--- src/hdl/sm3_pkg.sv ---
// ----------------------------------------------------------------------------
// sm3_pkg
// Shared types, constants and helper functions for the SM3 hash engine.
// ----------------------------------------------------------------------------
package sm3_pkg;

  localparam int LEN_BITS   = 64;   // message byte counter width (32..64)
  localparam int ROUNDS     = 64;
  localparam int BLK_WORDS  = 16;

  typedef logic [31:0]                word_t;
  typedef logic [7:0][31:0]           cv_t;
  typedef logic [BLK_WORDS-1:0][31:0] win_t;
  typedef logic [LEN_BITS-1:0]        count_t;

  typedef struct packed {
    logic  push;    // shift a message word into the window
    word_t word;
    logic  start;   // load working registers and begin 64 rounds
  } cmp_ctl_t;

  localparam cv_t SM3_IV = {
    32'hb0fb0e4e, 32'he38dee4d, 32'h163138aa, 32'ha96f30bc,
    32'hda8a0600, 32'h172442d7, 32'h4914b2b9, 32'h7380166f
  };

  localparam word_t T_LOW   = 32'h79cc4519;
  localparam word_t T_HIGH  = 32'h7a879d8a;
  localparam word_t PAD_MARK = 32'h80000000;

  function automatic word_t rotl(word_t x, logic [4:0] n);
    logic [63:0] t;
    t = {x, x} << n;
    return t[63:32];
  endfunction

  function automatic word_t perm0(word_t x);
    return x ^ rotl(x, 5'd9) ^ rotl(x, 5'd17);
  endfunction

  function automatic word_t perm1(word_t x);
    return x ^ rotl(x, 5'd15) ^ rotl(x, 5'd23);
  endfunction

  // round constant already rotated by j mod 32
  function automatic word_t t_rot(logic [5:0] j);
    word_t t;
    t = (j < 6'd16) ? T_LOW : T_HIGH;
    return rotl(t, j[4:0]);
  endfunction

endpackage

--- src/hdl/sm3_compress.sv ---
// ----------------------------------------------------------------------------
// sm3_compress
// One SM3 round per cycle over a sliding 16-word message window; the
// message expansion shifts a new word into the window each round.
// ----------------------------------------------------------------------------
module sm3_compress (
  input  logic             clk,
  input  logic             rst,
  input  sm3_pkg::cmp_ctl_t ctl,
  input  sm3_pkg::cv_t     cv_in,
  output logic             done,
  output sm3_pkg::cv_t     work_next
);
  import sm3_pkg::*;

  logic       busy;
  logic [5:0] round;
  win_t       win;
  cv_t        work;
  word_t      w_new;

  word_t a12, ss1, ss2, tt1, tt2, ff, gg, wj, wpj;
  logic  early;

  always_comb begin
    early = (round < 6'd16);
    wj    = win[0];
    wpj   = win[0] ^ win[4];
    a12   = rotl(work[0], 5'd12);
    ss1   = rotl(a12 + work[4] + t_rot(round), 5'd7);
    ss2   = ss1 ^ a12;
    if (early) begin
      ff = work[0] ^ work[1] ^ work[2];
      gg = work[4] ^ work[5] ^ work[6];
    end else begin
      ff = (work[0] & work[1]) | (work[0] & work[2]) | (work[1] & work[2]);
      gg = (work[4] & work[5]) | (~work[4] & work[6]);
    end
    tt1 = ff + work[3] + ss2 + wpj;
    tt2 = gg + work[7] + ss1 + wj;
    work_next[3] = work[2];
    work_next[2] = rotl(work[1], 5'd9);
    work_next[1] = work[0];
    work_next[0] = tt1;
    work_next[7] = work[6];
    work_next[6] = rotl(work[5], 5'd19);
    work_next[5] = work[4];
    work_next[4] = perm0(tt2);
    // W[j+16] from the window holding W[j..j+15]
    w_new = perm1(win[0] ^ win[7] ^ rotl(win[13], 5'd15))
            ^ rotl(win[3], 5'd7) ^ win[10];
  end

  assign done = busy && (round == 6'(ROUNDS - 1));

  always_ff @(posedge clk) begin
    if (rst) begin
      busy  <= 1'b0;
      round <= '0;
    end else if (ctl.start) begin
      busy  <= 1'b1;
      round <= '0;
    end else if (busy) begin
      round <= round + 6'd1;
      if (done) begin
        busy <= 1'b0;
      end
    end
  end

  always_ff @(posedge clk) begin
    if (ctl.push) begin
      win <= {ctl.word, win[15:1]};
    end else if (busy) begin
      win <= {w_new, win[15:1]};
    end
    if (ctl.start) begin
      work <= cv_in;
    end else if (busy) begin
      work <= work_next;
    end
  end

endmodule

--- src/hdl/sm3_hash_engine.sv ---
// ----------------------------------------------------------------------------
// sm3_hash_engine
// Streaming SM3 hash: message words in, eight 32-bit digest words out.
// ----------------------------------------------------------------------------
// Input channel (message_valid/message_ready): big-endian 32-bit words, first
// byte in bits 31:24. message_last marks the final word; valid_bytes gives its
// count of leading valid bytes (0..4, larger values count as 4).
// Output channel (digest_valid/digest_ready): eight transactions per message,
// digest_index 0..7, digest_last on the eighth.
// Words that do not complete a 16-word block are accepted back to back. A word
// that completes a block starts 64 rounds in the shared round unit, one round
// per cycle, during which no input is taken. After the last word the engine
// pushes one padding word per cycle while not compressing, and compresses once
// or twice more, then presents the digest.
// The engine takes no input while compressing, padding or emitting.
// Reset loads the IV, clears the byte count and block fill, and leaves the
// engine idle. A stalled receiver holds the current digest word stable; the
// engine waits and accepts the next message only after the eighth word.
// ----------------------------------------------------------------------------
module sm3_hash_engine (
  input  logic        clk,
  input  logic        rst,
  input  logic        message_valid,
  output logic        message_ready,
  input  logic [31:0] message_word,
  input  logic [2:0]  valid_bytes,
  input  logic        message_last,
  output logic        digest_valid,
  input  logic        digest_ready,
  output logic [31:0] digest_word,
  output logic [2:0]  digest_index,
  output logic        digest_last
);
  import sm3_pkg::*;

  typedef enum logic [3:0] {
    ST_IDLE = 4'b0001,
    ST_PAD  = 4'b0010,
    ST_COMP = 4'b0100,
    ST_OUT  = 4'b1000
  } state_t;

  typedef enum logic [3:0] {
    PH_MARK  = 4'b0001,
    PH_ZERO  = 4'b0010,
    PH_LENLO = 4'b0100,
    PH_DONE  = 4'b1000
  } phase_t;

  state_t   state, state_next;
  phase_t   phase, phase_next;
  logic     padding, padding_next;
  logic [3:0] fill;
  count_t   count, count_next;
  cv_t      cv;
  logic [2:0] out_idx;

  cmp_ctl_t ctl;
  logic     cmp_done;
  cv_t      work_next;

  logic        accept, out_accept;
  logic [2:0]  vb_sat;
  word_t       merged;
  logic [63:0] bit_len;

  assign message_ready = (state == ST_IDLE);
  assign accept        = message_valid && message_ready;
  assign digest_valid  = (state == ST_OUT);
  assign out_accept    = digest_valid && digest_ready;
  assign digest_word   = cv[out_idx];
  assign digest_index  = out_idx;
  assign digest_last   = (out_idx == 3'd7);

  assign vb_sat  = (valid_bytes > 3'd4) ? 3'd4 : valid_bytes;
  assign bit_len = 64'(count) << 3;

  always_comb begin
    unique case (vb_sat)
      3'd1:    merged = {message_word[31:24], 24'h800000};
      3'd2:    merged = {message_word[31:16], 16'h8000};
      3'd3:    merged = {message_word[31:8], 8'h80};
      default: merged = PAD_MARK;   // no valid bytes: marker starts a fresh word
    endcase
  end

  always_comb begin
    state_next   = state;
    phase_next   = phase;
    padding_next = padding;
    count_next   = count;
    ctl.push     = 1'b0;
    ctl.word     = '0;
    ctl.start    = 1'b0;
    unique case (state)
      ST_IDLE: begin
        if (accept) begin
          ctl.push = 1'b1;
          if (!message_last) begin
            ctl.word   = message_word;
            count_next = count + count_t'(3'd4);
          end else begin
            count_next   = count + count_t'(vb_sat);
            padding_next = 1'b1;
            state_next   = ST_PAD;
            if (vb_sat == 3'd4) begin
              ctl.word   = message_word;
              phase_next = PH_MARK;
            end else begin
              ctl.word   = merged;
              phase_next = PH_ZERO;
            end
          end
        end
      end
      ST_PAD: begin
        ctl.push = 1'b1;
        unique case (phase)
          PH_MARK: begin
            ctl.word   = PAD_MARK;
            phase_next = PH_ZERO;
          end
          PH_ZERO: begin
            if (fill == 4'd14) begin
              ctl.word   = bit_len[63:32];
              phase_next = PH_LENLO;
            end else begin
              ctl.word = '0;
            end
          end
          PH_LENLO: begin
            ctl.word   = bit_len[31:0];
            phase_next = PH_DONE;
          end
          default: begin
            ctl.word = '0;
          end
        endcase
      end
      ST_COMP: begin
        if (cmp_done) begin
          if (!padding) begin
            state_next = ST_IDLE;
          end else if (phase == PH_DONE) begin
            state_next = ST_OUT;
          end else begin
            state_next = ST_PAD;
          end
        end
      end
      ST_OUT: begin
        if (out_accept && digest_last) begin
          state_next   = ST_IDLE;
          padding_next = 1'b0;
          count_next   = '0;
        end
      end
      default: begin
        state_next = ST_IDLE;
      end
    endcase
    // 16th word of a block kicks off a compression
    if (ctl.push && fill == 4'd15) begin
      ctl.start  = 1'b1;
      state_next = ST_COMP;
    end
  end

  always_ff @(posedge clk) begin
    if (rst) begin
      state   <= ST_IDLE;
      phase   <= PH_DONE;
      padding <= 1'b0;
      fill    <= '0;
      count   <= '0;
      out_idx <= '0;
      cv      <= SM3_IV;
    end else begin
      state   <= state_next;
      phase   <= phase_next;
      padding <= padding_next;
      count   <= count_next;
      if (ctl.push) begin
        fill <= fill + 4'd1;
      end
      if (cmp_done) begin
        for (int k = 0; k < 8; k++) begin
          cv[k] <= cv[k] ^ work_next[k];
        end
      end else if (out_accept && digest_last) begin
        cv <= SM3_IV;
      end
      if (out_accept) begin
        out_idx <= out_idx + 3'd1;
      end
    end
  end

  sm3_compress u_compress (
    .clk       (clk),
    .rst       (rst),
    .ctl       (ctl),
    .cv_in     (cv),
    .done      (cmp_done),
    .work_next (work_next)
  );

endmodule
--- config.mk ---
export PLATFORM = sky130hd
export DESIGN_NAME = sm3_hash_engine
export DESIGN_NICKNAME = d
export VERILOG_FILES = /design/src/hdl/sm3_pkg.sv /design/src/hdl/sm3_compress.sv /design/src/hdl/sm3_hash_engine.sv
export SDC_FILE = /design/constraint.sdc
export NUM_CORES = 2
export LEC_CHECK = 0
export CORE_UTILIZATION = 35
export DETAILED_ROUTE_END_ITERATION = 6
export DONT_BUFFER_PORTS = 1
export MAX_ROUTING_LAYER = met4
export PLACE_DENSITY = 0.57
export SYNTH_ARGS = -nofsm -noshare
export SYNTH_HDL_FRONTEND = slang
export SYNTH_SLANG_ARGS = --single-unit
--- constraint.sdc ---
create_clock -name clk -period 43 [get_ports clk]
set_input_delay 6.45 -clock clk [delete_from_list [all_inputs] [get_ports clk]]
set_output_delay 6.45 -clock clk [all_outputs]
set_load 0.02 [all_outputs]
-- Word level (Yosys, flattened, before mapping)
Index checks and enable logic that the tools add are counted.
- order comparisons: 3
- shift-type cells: 1
- $add $sub $neg: 13
- multipliers: 0
- bitwise gates (word level): 32
- div/mod/pow operators: 0
- reductions and logical operators: 17
- equal/unequal tests: 27
- multiplexer cells: 45
- operator list (operator ; number):
    256-bit two-way mux ; 4
    512-bit two-way mux ; 2
    32-bit XOR ; 22
    32-bit adder ; 8
    32-bit two-way mux ; 6
    64-bit two-way mux ; 3
    32-bit case mux with 3 select lines ; 2
    32-bit bitwise AND ; 5
    64-bit case mux with 2 select lines ; 1
    32-bit binary-select mux with 3-bit select ; 1
    32-bit bitwise OR ; 3
    33-bit case mux with 2 select lines ; 1
    64-bit by 3-bit adder with 64-bit output ; 1
    64-bit by 3-bit adder with 64-bit output, second input constant ; 1
    64-bit by 5-bit << shifter with 64-bit output ; 1
    4-bit two-way mux ; 9
    33-bit two-way mux ; 1
    32-bit inverter ; 1
    26-bit two-way mux ; 1
    4-bit == test, second input constant ; 4
    4-bit case mux with 4 select lines ; 1
    5-bit AND reduction ; 3
    4-bit case mux with 3 select lines ; 1
    2-bit nonzero test ; 5
    other kinds (28) ; 51
- bits in writable memories: 0
- bits in registers: 1111
- bits in latches: 0
- ROM bits: 0
- output and inout bits: 38
- word-level logic and storage cells: 179
- memories kept: 0
- input port bits: 40

-- Longest topological paths before layout
- depth after elaboration: 11
- depth in mapped cells: 43
- depth with buffers taken out: 39

-- Hierarchy
Synthesis repeated with hierarchy kept, for this count alone.
- cells, all modules: 5153
- area total of the unflattened synthesis: 59769.8 µm²
- modules (own cells, without submodules) (module ; cells an instance ; area an instance (µm²) ; instances ; seq. area each (µm²)):
    sm3_compress ; 3296 ; 43319.0 ; 1 ; 23202.3
    sm3_hash_engine ; 1857 ; 16450.8 ; 1 ; 6666.4

-- Least setup slack after synthesis
OpenSTA, ideal clock, no wires.
- kind: input -> register
- from: input port message_valid
- to: register u_compress.win[100] (netlist bit) (enable)
- cell stages on the path: 3
- buffers on the path: 0
- arrival time: 17750 ps
- setup slack: 24341 ps
- setup time: 909 ps
- required time: 42091 ps
- path through: inv_1 -> nor2_1 -> or3_1
- word-level cells in the longest chain between the ends: 4
- RTL lines (what ; RTL line ; RTL):
    start: declaration ; sm3_hash_engine.sv:23 ; input logic message_valid,
    1-bit logical AND ; sm3_hash_engine.sv:68 ; assign accept = message_valid && message_ready;
    33-bit two-way mux ; sm3_hash_engine.sv:97 ; if (accept) begin
    33-bit case mux with 2 select lines ; sm3_hash_engine.sv:95 ; unique case (state)
    2-bit nonzero test (no source line) ; -- ;
    end signal: assignment ; sm3_compress.sv:73 ; win <= {ctl.word, win[15:1]};
    end signal: assignment ; sm3_compress.sv:75 ; win <= {w_new, win[15:1]};
    end: declaration ; sm3_compress.sv:18 ; win_t win;
No other way between the ends.
A chain may end at the register's enable or synchronous reset.

-- Final worst setup path
- from: register u_compress.round[5]
- to: register u_compress.work (netlist bit u_compress.work_next[168]), data pin
- word-level cells in the longest chain between the ends: 10
- elaborated cells on any way between the ends: 12
- those cells by class: 4 x add/sub; 1 x order compare; 1 x shift; 4 x mux; 2 x bitwise
- RTL lines (what ; RTL line ; RTL):
    start: declaration ; sm3_compress.sv:17 ; logic [5:0] round;
    start signal: assignment ; sm3_compress.sv:64 ; round <= round + 6'd1;
    6-bit by 5-bit less-than comparator with 1-bit output (*) ; sm3_pkg.sv:48, sm3_compress.sv:26 ;
    26-bit two-way mux ; sm3_pkg.sv:48 ; t = (j < 6'd16) ? T_LOW : T_HIGH;
    64-bit by 5-bit << shifter with 64-bit output ; sm3_pkg.sv:33 ; t = {x, x} << n;
    32-bit adder ; sm3_compress.sv:30 ; ss1 = rotl(a12 + work[4] + t_rot(round), 5'd7);
    32-bit adder (*) (2 in series) ; sm3_compress.sv:40 ; tt2 = gg + work[7] + ss1 + wj;
    32-bit XOR ; sm3_pkg.sv:38 ; return x ^ rotl(x, 5'd9) ^ rotl(x, 5'd17);
    32-bit XOR (*) ; sm3_pkg.sv:38 ;
    256-bit two-way mux (*) ; sm3_compress.sv:79 ; end else if (busy) begin
    256-bit two-way mux (*) ; sm3_compress.sv:77 ; if (ctl.start) begin
    end signal: assignment ; sm3_compress.sv:78 ; work <= cv_in;
    end signal: assignment ; sm3_compress.sv:80 ; work <= work_next;
    end: declaration ; sm3_compress.sv:19 ; cv_t work;
Every way passes the cells marked *; elsewhere a longest branch is shown, timed or not. The select of a mux whose other input is x is not followed.

==> impl_metrics.tcl <==
set metrics [dict create \
    die_area_sq_mm 0.167 \
    clk_pin_slew_ns 0.07 \
    ys_warn_count 0 \
    cts_hold_buf 0 \
    cts_resized 0 \
    max_freq_ghz 0.0927 \
    drv_cap 0 \
    yosysTopAreaCellShare_pct 39.9 \
    yosys.area.top_type "edfxtp_1" \
    violations "DRC" \
    gp_congestion 1.03 \
    numClockSinks 1108 \
    crit_path_max_fanout 28 \
    powerDensity_mw_per_mm2 62.5 \
    track_usage_pct 23.5 \
    layout_setup_ws_ns 32.21 \
    cts_setup_buffers 0 \
    power_leakage_nw 23.8 \
    drc 1 \
    async_flop_share_pct 0 \
    fin_area_sq_mm 0.0642 \
    synth_nets 5611 \
    syn_inst 5276 \
    via_per_inst 5.38 \
    grt_pass1_wl_um 275000 \
    drive_above_1_share_pct 7.90 \
    postRouteAntennaNets 0 \
    fin_nets 5549 \
    dpl_cell_area_sq_mm 0.0601 \
    clkLatencyLatePin_ns 0.77 \
    syn_area_sq_mm 0.0578 \
    start_util_pct 35.4 \
    die_width_um 408 \
    hold_slack_ns 0.407 \
    synth_edf_count 768 \
    synth_cell_type_count 90 \
    syn_avg_cell_area_sq_um 11.0 \
    setup_tns_ns 0 \
    rsz0062_at_grt "no" \
    max_slew_margin_pct 13.4 \
    critPathRequiredTime_ns 43.50 \
    grt.overflow.total 0 \
    synth_seq_cells 1108 \
    crit_top_cell "fa_1" \
    wl_um 194000 \
    hold_violations 0 \
    core_area_sq_mm 0.163 \
    dominantRegCellSynth "edfxtp_1" \
    crit_slowest_cell "a311oi_1" \
    syn2layout_area_growth_pct 11.2 \
    min_path_type "flip-flop to flip-flop" \
    fin_total_pwr_w 0.00402 \
    outcome "finished, violations left" \
    final_cell_mix "nand2_1 (854), edfxtp_1 (768), o21ai_0 (358)" \
    grt_max_degree 167 \
    cp-start-kind "flip-flop" \
    cts-htree-levels 3 \
    drv_slew 0 \
    dp_hpwl_um 143000 \
    ff2ff_path_depth 33 \
    cts_root_buffer "clkbuf_16" \
    port_buffers 0 \
    arrival_ns 11.29 \
    pin_count 78 \
    num_vias 40331 \
    synthTopCellsByArea "edfxtp_1 (40%), dfxtp_1 (12%), fa_1 (6.5%), nand2_1 (5.6%), xnor2_1 (5.4%)" \
    numCtsBuffers 114 \
    drt_iter0_markers 4381 \
    dr.pass1.iters 7 \
    layout_commonest_cell "nand2_1" \
    antenna_found_initial 8 \
    clock_tree.buffer_depth 3 \
    setup_violations 0 \
    synth-seq-area-share_pct 51.7 \
    hold_path_depth 0 \
    cp-end-kind "flip-flop" \
    fin_skew_ns 0.0352 \
    ir_drop_mv 0.0380 \
    wl_per_cell_um 25.8 \
    cpPeakStageDelay_ns 0.71 \
    tightest_slew_ns 1.29 \
    num_rows 148 \
    tritoncts "built" \
    post-route-period-util_pct 25.1 \
    place_ws_ns 31.49 \
    fin_crit_ns 10.79 \
    worstSetupPathType "flip-flop to flip-flop" \
    grt_pass1_vias 37697 \
    die_h_um 408 \
]
metrics by stage:
step | instances | utilization (%)
floorplan | 5276 | -
global placement | 7273 | 36.8
detailed placement | 7273 | 36.8
CTS | 7490 | 39.3
global route | 7491 | 39.3
finish | 7492 | 39.3
registers in the layout, summed over array words and instances, names as in the netlist:
name / cells
state: 4
u_compress.win: 480
cv: 256
count: 61
u_compress.wj: 32
digest_index: 3
u_compress.busy: 1
fill: 4
padding: 1
u_compress.round: 6
phase: 4
u_compress.work_next: 192
u_compress.work: 64
cell families (layout without fill, tap and decap cells):
logic type                 after synthesis  in the layout  share of synthesized area (%)
muxes                                  196            196                           4.91
AOI/OAI and AO/OA                      926            926                           9.52
buffers and inverters                  541            580                           3.53
other                                    0              2                              0
DFF                                   1108           1108                           51.7
adders and majority gates              295            295                           8.84
and+or+nand+nor                       1607           1607                           12.2
xor gates and xnor gates               603            603                           9.31
layout make-up:
cell class,count,area (sq um)
flip-flops and latches,1108,29900
well taps,2175,2720
clock buffers,133,3020
inverters,311,1170
repair buffers,52,428
diodes,2,5.00
clock inverters,84,1090
fillers,15806,99100
multi-input cells,3627,25900
path summary, 6_finish.rpt:
kind                               startpoint                             endpoint  slack [ns]
max reg2reg  u_compress.round[5]$_SDFFE_PP0P_  u_compress.work_next[168]$_DFFE_PP_       32.21
min reg2reg      u_compress.win[48]$_DFFE_PP_          u_compress.wj[16]$_DFFE_PP_        0.41
min              u_compress.win[48]$_DFFE_PP_          u_compress.wj[16]$_DFFE_PP_        0.41
max          u_compress.round[5]$_SDFFE_PP0P_  u_compress.work_next[168]$_DFFE_PP_       32.21
critical path, delay by kind of cell (launching register included):
family | cells | cell delay, ns
fa+ha+maj | 7 | 2.89
xor+xnor | 4 | 1.39
compound gates | 14 | 4.15
buf+inv | 3 | 0.67
mux | 2 | 0.46
simple gates | 3 | 0.55
flops | 1 | 0.36
layer usage:
metal	vias to the layer above	wire length [um]	track usage, %
li1	18194	-	-
met1	20208	81700	30.8
met2	1617	88700	36.1
met3	312	14200	3.96
met4	0	9010	9.32
met5	-	0	-
report_power, final:
| part | switching, W | leakage (nW) | internal [W] |
|---|---|---|---|
| combinational | 0.000942 | 11.9 | 0.000508 |
| sequential | 0.0000732 | 9.94 | 0.00141 |
| clock | 0.000461 | 1.97 | 0.000624 |
| total | 0.00148 | 23.8 | 0.00254 |
synth_stat cells, drive strengths merged, types with 8 or more instances:
library cell and instances:
a21oi 268, a22oi 29, nand3 70, xor2 241
a22o 25, dfxtp 340, nor4 8, clkbuf 204
nand2b 23, o31ai 15, nor2b 11, nor2 343
inv 310, o21bai 12, mux2 60, fa 189
mux4 64, nor3 51, a211oi 18, o21a 18
nand2 856, a21o 47, buf 26, or3 39
and3 126, a31oi 30, o21ai 362, nor3b 10
edfxtp 768, o211ai 18, a21boi 10, ha 106
and2 14, a31o 9, nand4 24, xnor2 355
mux2i 72
Note: power is estimated with default switching activity, not from simulation.
